`config.mk`:
```
export PLATFORM = sky130hd
export DESIGN_NAME = sha256_byte_stream_hasher
export DESIGN_NICKNAME = d
export VERILOG_FILES = /design/src/hw/rtl/s256h_pkg.sv /design/src/hw/rtl/s256h_ram.sv /design/src/hw/rtl/s256h_core.sv /design/src/hw/rtl/sha256_byte_stream_hasher.sv
export SDC_FILE = /design/constraint.sdc
export NUM_CORES = 2
export LEC_CHECK = 0
export ABC_CLOCK_PERIOD_IN_PS = 25300
export BUFFER_PORTS_ARGS = -buffer_cell sky130_fd_sc_hd__buf_2
export CAP_MARGIN = 20
export CORE_MARGIN = 1
export CORE_UTILIZATION = 25
export CTS_BUF_LIST = sky130_fd_sc_hd__clkbuf_8 sky130_fd_sc_hd__clkbuf_16
export DETAILED_ROUTE_END_ITERATION = 16
export MAX_ROUTING_LAYER = met4
export RECOVER_POWER = 25
export SLEW_MARGIN = 20
export SYNTH_ARGS = -nofsm -noshare
export SYNTH_HDL_FRONTEND = slang
export SYNTH_SLANG_ARGS = --single-unit
```
`constraint.sdc`:
```
create_clock -name clock -period 25.3 [get_ports clock]
set_clock_uncertainty 0.15 [all_clocks]
set_input_delay 5.06 -clock clock [delete_from_list [all_inputs] [get_ports clock]]
set_output_delay 5.06 -clock clock [all_outputs]
set_load 0.1 [all_outputs]
```
`src/hw/rtl/s256h_pkg.sv`:
```
package s256h_pkg;

   typedef struct packed {
      logic [7:0] data_byte;
      logic       has_byte;
      logic       end_of_message;
   } s256h_req_type;

   typedef struct packed {
      logic [31:0] digest_word;
      logic [2:0]  word_index;
      logic        last_word;
   } s256h_rsp_type;

   // Datapath strobes from the sequencer to the compression core.
   typedef struct packed {
      logic load;
      logic round;
      logic add;
   } s256h_ctl_type;

   localparam logic [31:0] ROUND_K [64] = '{
      32'h428a2f98, 32'h71374491, 32'hb5c0fbcf, 32'he9b5dba5,
      32'h3956c25b, 32'h59f111f1, 32'h923f82a4, 32'hab1c5ed5,
      32'hd807aa98, 32'h12835b01, 32'h243185be, 32'h550c7dc3,
      32'h72be5d74, 32'h80deb1fe, 32'h9bdc06a7, 32'hc19bf174,
      32'he49b69c1, 32'hefbe4786, 32'h0fc19dc6, 32'h240ca1cc,
      32'h2de92c6f, 32'h4a7484aa, 32'h5cb0a9dc, 32'h76f988da,
      32'h983e5152, 32'ha831c66d, 32'hb00327c8, 32'hbf597fc7,
      32'hc6e00bf3, 32'hd5a79147, 32'h06ca6351, 32'h14292967,
      32'h27b70a85, 32'h2e1b2138, 32'h4d2c6dfc, 32'h53380d13,
      32'h650a7354, 32'h766a0abb, 32'h81c2c92e, 32'h92722c85,
      32'ha2bfe8a1, 32'ha81a664b, 32'hc24b8b70, 32'hc76c51a3,
      32'hd192e819, 32'hd6990624, 32'hf40e3585, 32'h106aa070,
      32'h19a4c116, 32'h1e376c08, 32'h2748774c, 32'h34b0bcb5,
      32'h391c0cb3, 32'h4ed8aa4a, 32'h5b9cca4f, 32'h682e6ff3,
      32'h748f82ee, 32'h78a5636f, 32'h84c87814, 32'h8cc70208,
      32'h90befffa, 32'ha4506ceb, 32'hbef9a3f7, 32'hc67178f2
   };

   localparam logic [31:0] INIT_H [8] = '{
      32'h6a09e667, 32'hbb67ae85, 32'h3c6ef372, 32'ha54ff53a,
      32'h510e527f, 32'h9b05688c, 32'h1f83d9ab, 32'h5be0cd19
   };

   function automatic logic [31:0] big_sigma0(input logic [31:0] x);
      return {x[1:0], x[31:2]} ^ {x[12:0], x[31:13]} ^ {x[21:0], x[31:22]};
   endfunction

   function automatic logic [31:0] big_sigma1(input logic [31:0] x);
      return {x[5:0], x[31:6]} ^ {x[10:0], x[31:11]} ^ {x[24:0], x[31:25]};
   endfunction

   function automatic logic [31:0] small_sigma0(input logic [31:0] x);
      return {x[6:0], x[31:7]} ^ {x[17:0], x[31:18]} ^ {3'b000, x[31:3]};
   endfunction

   function automatic logic [31:0] small_sigma1(input logic [31:0] x);
      return {x[16:0], x[31:17]} ^ {x[18:0], x[31:19]} ^ {10'b0, x[31:10]};
   endfunction

endpackage

```
`src/hw/rtl/s256h_ram.sv`:
```
module s256h_ram #(
   parameter int WIDTH = 32,
   parameter int DEPTH = 16
) (
   input  logic                     clock,
   input  logic                     wr_en,
   input  logic [$clog2(DEPTH)-1:0] wr_addr,
   input  logic [WIDTH-1:0]         wr_data,
   input  logic [$clog2(DEPTH)-1:0] rd_addr,
   output logic [WIDTH-1:0]         rd_data
);

   logic [WIDTH-1:0] mem_ff [DEPTH];
   logic [WIDTH-1:0] rd_data_ff;

   always_ff @(posedge clock) begin
      if (wr_en) begin
         mem_ff[wr_addr] <= wr_data;
      end
      rd_data_ff <= mem_ff[rd_addr];
   end

   assign rd_data = rd_data_ff;

endmodule

```
`src/hw/rtl/s256h_core.sv`:
```
module s256h_core (
   input  logic                    clock,
   input  s256h_pkg::s256h_ctl_type ctl,
   input  logic [5:0]              rnd,
   input  logic [31:0]             buf_word,
   input  logic [31:0]             chain_word,
   output logic [31:0]             sum_word
);

   import s256h_pkg::*;

   logic [31:0] v_ff [8];
   logic [31:0] v_in [8];
   logic [31:0] win_ff [16];
   logic [31:0] win_in [16];
   logic [31:0] w_cur;
   logic [31:0] t1;
   logic [31:0] t2;
   logic [31:0] choose;
   logic [31:0] major;

   always_comb begin
      // First sixteen rounds take message words; later ones expand the window.
      if (rnd[5:4] == 2'b00) begin
         w_cur = buf_word;
      end else begin
         w_cur = small_sigma1(win_ff[14]) + win_ff[9] + small_sigma0(win_ff[1]) + win_ff[0];
      end
      choose = (v_ff[4] & v_ff[5]) ^ (~v_ff[4] & v_ff[6]);
      major  = (v_ff[0] & v_ff[1]) ^ (v_ff[0] & v_ff[2]) ^ (v_ff[1] & v_ff[2]);
      t1 = v_ff[7] + big_sigma1(v_ff[4]) + choose + ROUND_K[rnd] + w_cur;
      t2 = big_sigma0(v_ff[0]) + major;

      v_in   = v_ff;
      win_in = win_ff;
      if (ctl.load) begin
         for (int i = 0; i < 7; i++) v_in[i] = v_ff[i+1];
         v_in[7] = chain_word;
      end else if (ctl.round) begin
         v_in[7] = v_ff[6];
         v_in[6] = v_ff[5];
         v_in[5] = v_ff[4];
         v_in[4] = v_ff[3] + t1;
         v_in[3] = v_ff[2];
         v_in[2] = v_ff[1];
         v_in[1] = v_ff[0];
         v_in[0] = t1 + t2;
         for (int i = 0; i < 15; i++) win_in[i] = win_ff[i+1];
         win_in[15] = w_cur;
      end else if (ctl.add) begin
         for (int i = 0; i < 7; i++) v_in[i] = v_ff[i+1];
         v_in[7] = v_ff[0];
      end
   end

   always_ff @(posedge clock) begin
      v_ff   <= v_in;
      win_ff <= win_in;
   end

   assign sum_word = chain_word + v_ff[0];

endmodule

```
`src/hw/rtl/sha256_byte_stream_hasher.sv`:
```
// Channel | Dir | Handshake            | Payload
// req     | in  | req_valid/req_stall  | data_byte, has_byte, end_of_message
// rsp     | out | rsp_valid/rsp_stall  | digest_word, word_index, last_word
//
// The 64th byte of a block starts a compression: the chaining words are loaded
// from their RAM, then 64 rounds run (one per cycle), then the add-back.
// A close adds padding and length writes, one or two compressions,
// then eight digest words, each through the read, load and hold states.
// Reset is synchronous; chaining words read as the initial values through
// per-entry valid flags, so no clearing pass follows reset.
// rsp_stall holds the digest word in its output register and pauses the block.
module sha256_byte_stream_hasher (
   input  logic                     clock,
   input  logic                     reset,
   input  logic                     req_valid,
   output logic                     req_stall,
   input  s256h_pkg::s256h_req_type req_data,
   output logic                     rsp_valid,
   input  logic                     rsp_stall,
   output s256h_pkg::s256h_rsp_type rsp_data
);

   import s256h_pkg::*;

   localparam logic [3:0] ST_IDLE  = 4'd0;
   localparam logic [3:0] ST_PAD   = 4'd1;
   localparam logic [3:0] ST_ZERO  = 4'd2;
   localparam logic [3:0] ST_LENHI = 4'd3;
   localparam logic [3:0] ST_LENLO = 4'd4;
   localparam logic [3:0] ST_CLOAD = 4'd5;
   localparam logic [3:0] ST_ROUND = 4'd6;
   localparam logic [3:0] ST_ADD   = 4'd7;
   localparam logic [3:0] ST_OREAD = 4'd8;
   localparam logic [3:0] ST_OLOAD = 4'd9;
   localparam logic [3:0] ST_OHOLD = 4'd10;

   localparam logic [5:0] LAST_ROUND  = 6'd63;
   localparam logic [5:0] LAST_BYTE   = 6'd63;
   localparam logic [3:0] LAST_STEP   = 4'd8;
   localparam logic [2:0] LAST_WORD   = 3'd7;
   localparam logic [3:0] LEN_HI_ADDR = 4'd14;
   localparam logic [3:0] LEN_LO_ADDR = 4'd15;

   logic [3:0]  state_ff, state_in;
   logic [3:0]  cnt_ff, cnt_in;
   logic [5:0]  rnd_ff, rnd_in;
   logic [4:0]  addr_ff, addr_in;
   logic [5:0]  fill_ff, fill_in;
   logic [23:0] acc_ff, acc_in;
   logic [63:0] bits_ff, bits_in;
   logic [63:0] total_ff, total_in;
   logic        two_blk_ff, two_blk_in;
   logic        close_pend_ff, close_pend_in;
   logic        final_ff, final_in;
   logic [2:0]  oidx_ff, oidx_in;
   logic [7:0]  chain_vld_ff, chain_vld_in;
   logic        chain_q_vld_ff;
   logic [2:0]  chain_q_addr_ff;
   logic        rsp_valid_ff, rsp_valid_in;
   s256h_rsp_type rsp_ff, rsp_in;

   s256h_ctl_type ctl;
   logic        buf_we;
   logic [3:0]  buf_waddr;
   logic [31:0] buf_wdata;
   logic [3:0]  buf_raddr;
   logic [31:0] buf_rdata;
   logic        chain_we;
   logic [2:0]  chain_waddr;
   logic [2:0]  chain_raddr;
   logic [31:0] chain_rdata;
   logic [31:0] chain_word;
   logic [31:0] sum_word;
   logic [4:0]  zero_limit;
   logic [31:0] pad_word;

   // Block buffer: sixteen big-endian message words.
   s256h_ram #(.WIDTH(32), .DEPTH(16)) u_buf_ram (
      .clock   (clock),
      .wr_en   (buf_we),
      .wr_addr (buf_waddr),
      .wr_data (buf_wdata),
      .rd_addr (buf_raddr),
      .rd_data (buf_rdata)
   );

   // Chaining words H0..H7.
   s256h_ram #(.WIDTH(32), .DEPTH(8)) u_chain_ram (
      .clock   (clock),
      .wr_en   (chain_we),
      .wr_addr (chain_waddr),
      .wr_data (sum_word),
      .rd_addr (chain_raddr),
      .rd_data (chain_rdata)
   );

   s256h_core u_core (
      .clock      (clock),
      .ctl        (ctl),
      .rnd        (rnd_ff),
      .buf_word   (buf_rdata),
      .chain_word (chain_word),
      .sum_word   (sum_word)
   );

   // An entry never written since the last digest reads as its initial value.
   assign chain_word = chain_q_vld_ff ? chain_rdata : INIT_H[chain_q_addr_ff];

   // Round r fetches the message word for round r+1.
   assign buf_raddr   = (state_ff == ST_ROUND) ? rnd_ff[3:0] + 4'd1 : 4'd0;
   assign chain_raddr = (state_ff == ST_OREAD) ? oidx_ff : cnt_ff[2:0];
   assign chain_waddr = cnt_ff[2:0] - 3'd1;

   // Zeros run up to the length field, or to the block end when the length spills.
   assign zero_limit = two_blk_ff ? 5'd15 : 5'd13;

   // Partial word: held bytes, then the 0x80 marker, then zeros.
   assign pad_word = {acc_ff, 8'h80} << {2'd3 - fill_ff[1:0], 3'b000};

   assign req_stall = (state_ff != ST_IDLE);
   assign rsp_valid = rsp_valid_ff;
   assign rsp_data  = rsp_ff;

   always_comb begin
      state_in      = state_ff;
      cnt_in        = cnt_ff;
      rnd_in        = rnd_ff;
      addr_in       = addr_ff;
      fill_in       = fill_ff;
      acc_in        = acc_ff;
      bits_in       = bits_ff;
      total_in      = total_ff;
      two_blk_in    = two_blk_ff;
      close_pend_in = close_pend_ff;
      final_in      = final_ff;
      oidx_in       = oidx_ff;
      chain_vld_in  = chain_vld_ff;
      rsp_valid_in  = rsp_valid_ff;
      rsp_in        = rsp_ff;
      ctl           = '0;
      buf_we        = 1'b0;
      buf_waddr     = addr_ff[3:0];
      buf_wdata     = '0;
      chain_we      = 1'b0;

      unique case (state_ff)
         ST_IDLE: begin
            if (req_valid) begin
               if (req_data.has_byte) begin
                  acc_in  = {acc_ff[15:0], req_data.data_byte};
                  fill_in = fill_ff + 6'd1;
                  // Fourth byte completes a word: store it.
                  if (fill_ff[1:0] == 2'd3) begin
                     buf_we    = 1'b1;
                     buf_waddr = fill_ff[5:2];
                     buf_wdata = {acc_ff, req_data.data_byte};
                  end
                  if (fill_ff == LAST_BYTE) begin
                     bits_in       = bits_ff + 64'd512;
                     close_pend_in = req_data.end_of_message;
                     cnt_in        = '0;
                     state_in      = ST_CLOAD;
                  end else if (req_data.end_of_message) begin
                     state_in = ST_PAD;
                  end
               end else if (req_data.end_of_message) begin
                  state_in = ST_PAD;
               end
            end
         end
         ST_PAD: begin
            buf_we     = 1'b1;
            buf_waddr  = fill_ff[5:2];
            buf_wdata  = pad_word;
            addr_in    = {1'b0, fill_ff[5:2]} + 5'd1;
            two_blk_in = (fill_ff[5:3] == 3'd7);
            total_in   = bits_ff + {55'd0, fill_ff, 3'b000};
            state_in   = ST_ZERO;
         end
         ST_ZERO: begin
            if (addr_ff <= zero_limit) begin
               buf_we    = 1'b1;
               buf_waddr = addr_ff[3:0];
               addr_in   = addr_ff + 5'd1;
            end else if (two_blk_ff) begin
               cnt_in   = '0;
               state_in = ST_CLOAD;
            end else begin
               state_in = ST_LENHI;
            end
         end
         ST_LENHI: begin
            buf_we    = 1'b1;
            buf_waddr = LEN_HI_ADDR;
            buf_wdata = total_ff[63:32];
            state_in  = ST_LENLO;
         end
         ST_LENLO: begin
            buf_we    = 1'b1;
            buf_waddr = LEN_LO_ADDR;
            buf_wdata = total_ff[31:0];
            final_in  = 1'b1;
            cnt_in    = '0;
            state_in  = ST_CLOAD;
         end
         ST_CLOAD: begin
            ctl.load = (cnt_ff != 4'd0);
            if (cnt_ff == LAST_STEP) begin
               rnd_in   = '0;
               state_in = ST_ROUND;
            end else begin
               cnt_in = cnt_ff + 4'd1;
            end
         end
         ST_ROUND: begin
            ctl.round = 1'b1;
            rnd_in    = rnd_ff + 6'd1;
            if (rnd_ff == LAST_ROUND) begin
               cnt_in   = '0;
               state_in = ST_ADD;
            end
         end
         ST_ADD: begin
            // Read word cnt while writing back word cnt-1.
            if (cnt_ff != 4'd0) begin
               ctl.add                   = 1'b1;
               chain_we                  = 1'b1;
               chain_vld_in[chain_waddr] = 1'b1;
            end
            if (cnt_ff == LAST_STEP) begin
               if (final_ff) begin
                  oidx_in  = '0;
                  state_in = ST_OREAD;
               end else if (two_blk_ff) begin
                  two_blk_in = 1'b0;
                  addr_in    = '0;
                  state_in   = ST_ZERO;
               end else if (close_pend_ff) begin
                  close_pend_in = 1'b0;
                  state_in      = ST_PAD;
               end else begin
                  state_in = ST_IDLE;
               end
            end else begin
               cnt_in = cnt_ff + 4'd1;
            end
         end
         ST_OREAD: begin
            state_in = ST_OLOAD;
         end
         ST_OLOAD: begin
            rsp_valid_in      = 1'b1;
            rsp_in.digest_word = chain_word;
            rsp_in.word_index  = oidx_ff;
            rsp_in.last_word   = (oidx_ff == LAST_WORD);
            state_in          = ST_OHOLD;
         end
         ST_OHOLD: begin
            if (!rsp_stall) begin
               rsp_valid_in = 1'b0;
               if (oidx_ff == LAST_WORD) begin
                  // Digest out: return to the initial state for the next message.
                  final_in     = 1'b0;
                  fill_in      = '0;
                  bits_in      = '0;
                  chain_vld_in = '0;
                  state_in     = ST_IDLE;
               end else begin
                  oidx_in  = oidx_ff + 3'd1;
                  state_in = ST_OREAD;
               end
            end
         end
         default: begin
            state_in = ST_IDLE;
         end
      endcase
   end

   always_ff @(posedge clock) begin
      if (reset) begin
         state_ff      <= ST_IDLE;
         fill_ff       <= '0;
         bits_ff       <= '0;
         two_blk_ff    <= 1'b0;
         close_pend_ff <= 1'b0;
         final_ff      <= 1'b0;
         chain_vld_ff  <= '0;
         rsp_valid_ff  <= 1'b0;
      end else begin
         state_ff      <= state_in;
         fill_ff       <= fill_in;
         bits_ff       <= bits_in;
         two_blk_ff    <= two_blk_in;
         close_pend_ff <= close_pend_in;
         final_ff      <= final_in;
         chain_vld_ff  <= chain_vld_in;
         rsp_valid_ff  <= rsp_valid_in;
      end
   end

   always_ff @(posedge clock) begin
      cnt_ff          <= cnt_in;
      rnd_ff          <= rnd_in;
      addr_ff         <= addr_in;
      acc_ff          <= acc_in;
      total_ff        <= total_in;
      oidx_ff         <= oidx_in;
      rsp_ff          <= rsp_in;
      chain_q_vld_ff  <= chain_vld_ff[chain_raddr];
      chain_q_addr_ff <= chain_raddr;
   end

   a_rsp_only_in_hold: assert property (@(posedge clock) disable iff (reset)
      rsp_valid_ff |-> state_ff == ST_OHOLD)
      else $error("digest word presented outside the hold state");

   a_round_advance: assert property (@(posedge clock) disable iff (reset)
      (state_ff == ST_ROUND && rnd_ff != LAST_ROUND) |=>
         (state_ff == ST_ROUND && rnd_ff == $past(rnd_ff) + 6'd1))
      else $error("round counter did not advance");

   a_round_to_add: assert property (@(posedge clock) disable iff (reset)
      (state_ff == ST_ROUND && rnd_ff == LAST_ROUND) |=> state_ff == ST_ADD)
      else $error("compression did not end in add-back");

   a_reset_chain: assert property (@(posedge clock)
      reset |=> chain_vld_ff == 8'h00)
      else $error("chaining valid flags not cleared by reset");

   a_last_flag: assert property (@(posedge clock) disable iff (reset)
      rsp_valid_ff |-> (rsp_ff.last_word == (rsp_ff.word_index == LAST_WORD)))
      else $error("last flag does not match word index");

endmodule
```
==> impl_metrics.sql <==
INSERT INTO impl_metrics (metric_group, metric, value, unit) VALUES
('power_and_ir_drop', 'pwr_density_cell', '78.7', 'nW/um^2'),
('status', 'failing_checks', 'max-capacitance violations, max-slew violations', ''),
('synth', 'synth_commonest_cells', 'sky130_fd_sc_hd__edfxtp_1, sky130_fd_sc_hd__nand2_1, sky130_fd_sc_hd__inv_1, sky130_fd_sc_hd__clkbuf_1, sky130_fd_sc_hd__o21ai_0', ''),
('synth', 'async_reset_ff_frac', '0', ''),
('placement', 'hpwlAfterDp', '162', 'mm'),
('clock_network', 'clock_tree.root_cell', 'sky130_fd_sc_hd__clkbuf_16', ''),
('synth', 'syn-cell-area', '85400', 'um^2'),
('synth', 'synthesis.instances', '6833', ''),
('critical_path', 'worst-endpoint-required', '25.62', 'ns'),
('sta', 'worst-slew-pin-transition', '7.76', 'ns'),
('clock_network', 'cts.clk_slew.worst_paths', '0.06', 'ns'),
('synth', 'synth_fp_nets', '7233', ''),
('routing', 'detailroute.wirelength.met2', '115', 'mm'),
('clock_network', 'ctsResizeCount', '0', ''),
('synth', 'ys_types', '81', ''),
('power_and_ir_drop', 'worst_ir_drop_vdd', '0.0000745', 'V'),
('critical_path', 'maximum_fanout_along_the_worst_path', '5', ''),
('sta', 'holdWs', '0.236', 'ns'),
('critical_path', 'cp_data_arrival_time', '11.56', 'ns'),
('run', 'drv.max_cap_violation_count', '13', ''),
('layout', 'syn_to_layout_area_delta', '14.2', '%'),
('grt', 'grt_util_all_layers', '0.141', ''),
('clock_network', 'post_cts.repair.setup_buffers', '0', ''),
('sta', 'rsz0062_at_grt', 'no', ''),
('clock_network', 'cts_buffers', '192', ''),
('routing', 'vias_per_cell', '4.66', ''),
('grt', 'grt_max_degree', '176', ''),
('synth', 'synth.ff_latch_count', '1820', ''),
('routing', 'top_signal_layer_used', 'met4', ''),
('critical_path', 'critPathKind', 'flip-flop to flip-flop', ''),
('critical_path', 'timing.critical_path.buf_inv', '3', ''),
('layout', 'layout-drive-gt1-share', '0.0994', ''),
('clock_network', 'max-clock-path-buffers', '3', ''),
('routing', 'antenna_left', '0', ''),
('floorplanning', 'count_of_standard_cell_rows', '214', ''),
('synth', 'avgSynthCellArea', '12.5', 'um^2'),
('sta', 'fmaxAchievable', '89.0', 'MHz'),
('layout', 'fillers', '34600', ''),
('power_and_ir_drop', 'p_leak', '35.0', 'nW'),
('synth', 'ys_dominant_reg_cell', 'sky130_fd_sc_hd__edfxtp_1', ''),
('clock_network', 'cts_max_level', '4', ''),
('sta', 'post_route_setup_tns', '0', 'ns'),
('sta', 'period_minus_slack', '11.23', 'ns'),
('routing', 'via_total_after_detailed_routing', '53500', ''),
('sta', 'number_of_max_slew_violations_in_the_final_report', '747', ''),
('routing', 'routedLengthMet1', '106', 'mm'),
('critical_path', 'critPathMaxStageDelay', '0.54', 'ns'),
('critical_path', 'cp_common_cell', 'sky130_fd_sc_hd__fa_1', ''),
('floorplanning', 'coreArea', '340000', 'um^2'),
('placement', 'place_congestion', '0.920', ''),
('synth', 'yosysTopAreaCell', 'sky130_fd_sc_hd__edfxtp_1', ''),
('placement', 'port_buffers', '51', ''),
('synth', 'synth_largest_type_area_fraction', '0.589', ''),
('synth', 'synth.top_cells.by_area', 'sky130_fd_sc_hd__edfxtp_1, sky130_fd_sc_hd__nand2_1, sky130_fd_sc_hd__fa_1, sky130_fd_sc_hd__dfxtp_1, sky130_fd_sc_hd__xnor2_1', ''),
('sta', 'timing_hold_violations_final', '0', ''),
('status', 'outcome', 'complete, but fails checks', ''),
('floorplanning', 'die_w', '587', 'um'),
('layout', 'multi_input_area', '29500', 'um^2'),
('grt', 'via_count_of_the_first_global_routing_pass', '52400', ''),
('floorplanning', 'die_area', '344000', 'um^2'),
('routing', 'finalWirelength', '242', 'mm'),
('sta', 'setup_viol', '0', ''),
('grt', 'grt_overflow', '0', ''),
('sta', 'worst_slew_margin_rel', '-4.17', ''),
('critical_path', 'worst_path_dominant_cell_family', 'adder cells', ''),
('synth', 'synth.yosys.warnings', '0', ''),
('routing', 'avgRoutedWirePerCell', '21.1', 'um'),
('sta', 'final.period_utilization', '0.444', ''),
('synth', 'yosys.cell_count.top_type', 'sky130_fd_sc_hd__edfxtp_1', ''),
('floorplanning', 'start_util', '0.251', ''),
('clock_network', 'clk_latency', '0.90', 'ns');
[where the power goes]
part	leakage [nW]	internal, W	switching (W)	total [W]
registers	16.2	0.00345	0.0000374	0.00348
logic	15.4	0.000410	0.000859	0.00127
clock network	3.41	0.00168	0.00124	0.00292
total	35.0	0.00554	0.00214	0.00768
[cell families (layout without fill, tap and decap cells)]
group                      Yosys count  after routing  synth area share
DFF                               1820           1820             0.623
buffers and inverters              791            913            0.0349
and+or+nand+nor                   2044           2044             0.101
muxes                              238            238            0.0406
other                                0              6                 0
adders and majority gates          403            403            0.0750
AOI/OAI and AO/OA                 1088           1088            0.0797
xor gates and xnor gates           449            449            0.0460
[final cells by class]
cell class | count | area share
sequential | 1820 | 0.545
multi-input combinational | 4222 | 0.302
tap | 4536 | 0.0581
clock buffer | 223 | 0.0538
inverter | 387 | 0.0149
clock inverter | 137 | 0.0146
timing repair buffer | 166 | 0.0108
antenna | 6 | 0.000154
[per-layer routing]
metal  GRT usage  vias to the layer above
met3      0.0206                      334
met2       0.224                     1799
met4      0.0430                        0
li1            -                    24200
met5           -                        -
met1       0.186                    27200
[through the flow]
step | setup slack [ns] | power (W) | std cells | instance area (um^2) | util
2_1_floorplan | 8.63 | 0.00435 | 6833 | 85400 | -
3_3_place_gp | 14.35 | 0.00479 | 11100 | 91000 | 0.268
3_5_place_dp | 14.36 | 0.00481 | 11100 | 91000 | 0.268
4_1_cts | 14.25 | 0.00773 | 11500 | 97700 | 0.287
5_1_grt | 13.57 | 0.00796 | 11500 | 97600 | 0.287
6_report | 14.07 | 0.00768 | 11500 | 97600 | 0.287
[final timing paths]
path	to	slack [ns]	cells after the start	from
worst min-delay path	u_core.win_ff[215]	0.24	0	u_core.win_ff[183]
worst max-delay path	u_core.v_ff[255]	14.07	43	u_core.win_ff[456]
worst max register to register	u_core.v_ff[255]	14.07	43	u_core.win_ff[456]
worst min register to register	u_core.win_ff[215]	0.24	0	u_core.win_ff[183]
[cells in the final DEF (no fill, tap or decap), drive strengths merged, types with 34 or more instances in the layout]
cell    count
a211oi     37
a21o       95
a21oi     268
a222oi     56
a22oi      34
a31oi      45
buf       144
clkbuf    245
clkinv     55
dfxtp     145
edfxtp   1675
fa        188
ha        198
inv       440
mux2       96
mux2i      65
mux4       77
nand2    1249
nand3     247
nor2      303
nor3       48
o21ai     359
xnor2     326
xor2      123
[registers in the layout (all words and copies together), names as in the netlist, 3 cells and up]
signal               flops
acc_ff                  24
addr_ff                  5
bits_ff                 55
chain_q_addr_ff          3
chain_vld_ff             8
cnt_ff                   4
fill_ff                  6
oidx_ff                  3
rnd_ff                   6
rsp_data                36
state_ff                 4
total_ff                61
u_buf_ram.mem_ff       512
u_buf_ram.rd_data       32
u_chain_ram.mem_ff     256
u_chain_ram.rd_data     32
u_core.v_ff            256
u_core.win_ff          512
No activity file was read; power rests on OpenSTA's default activity.
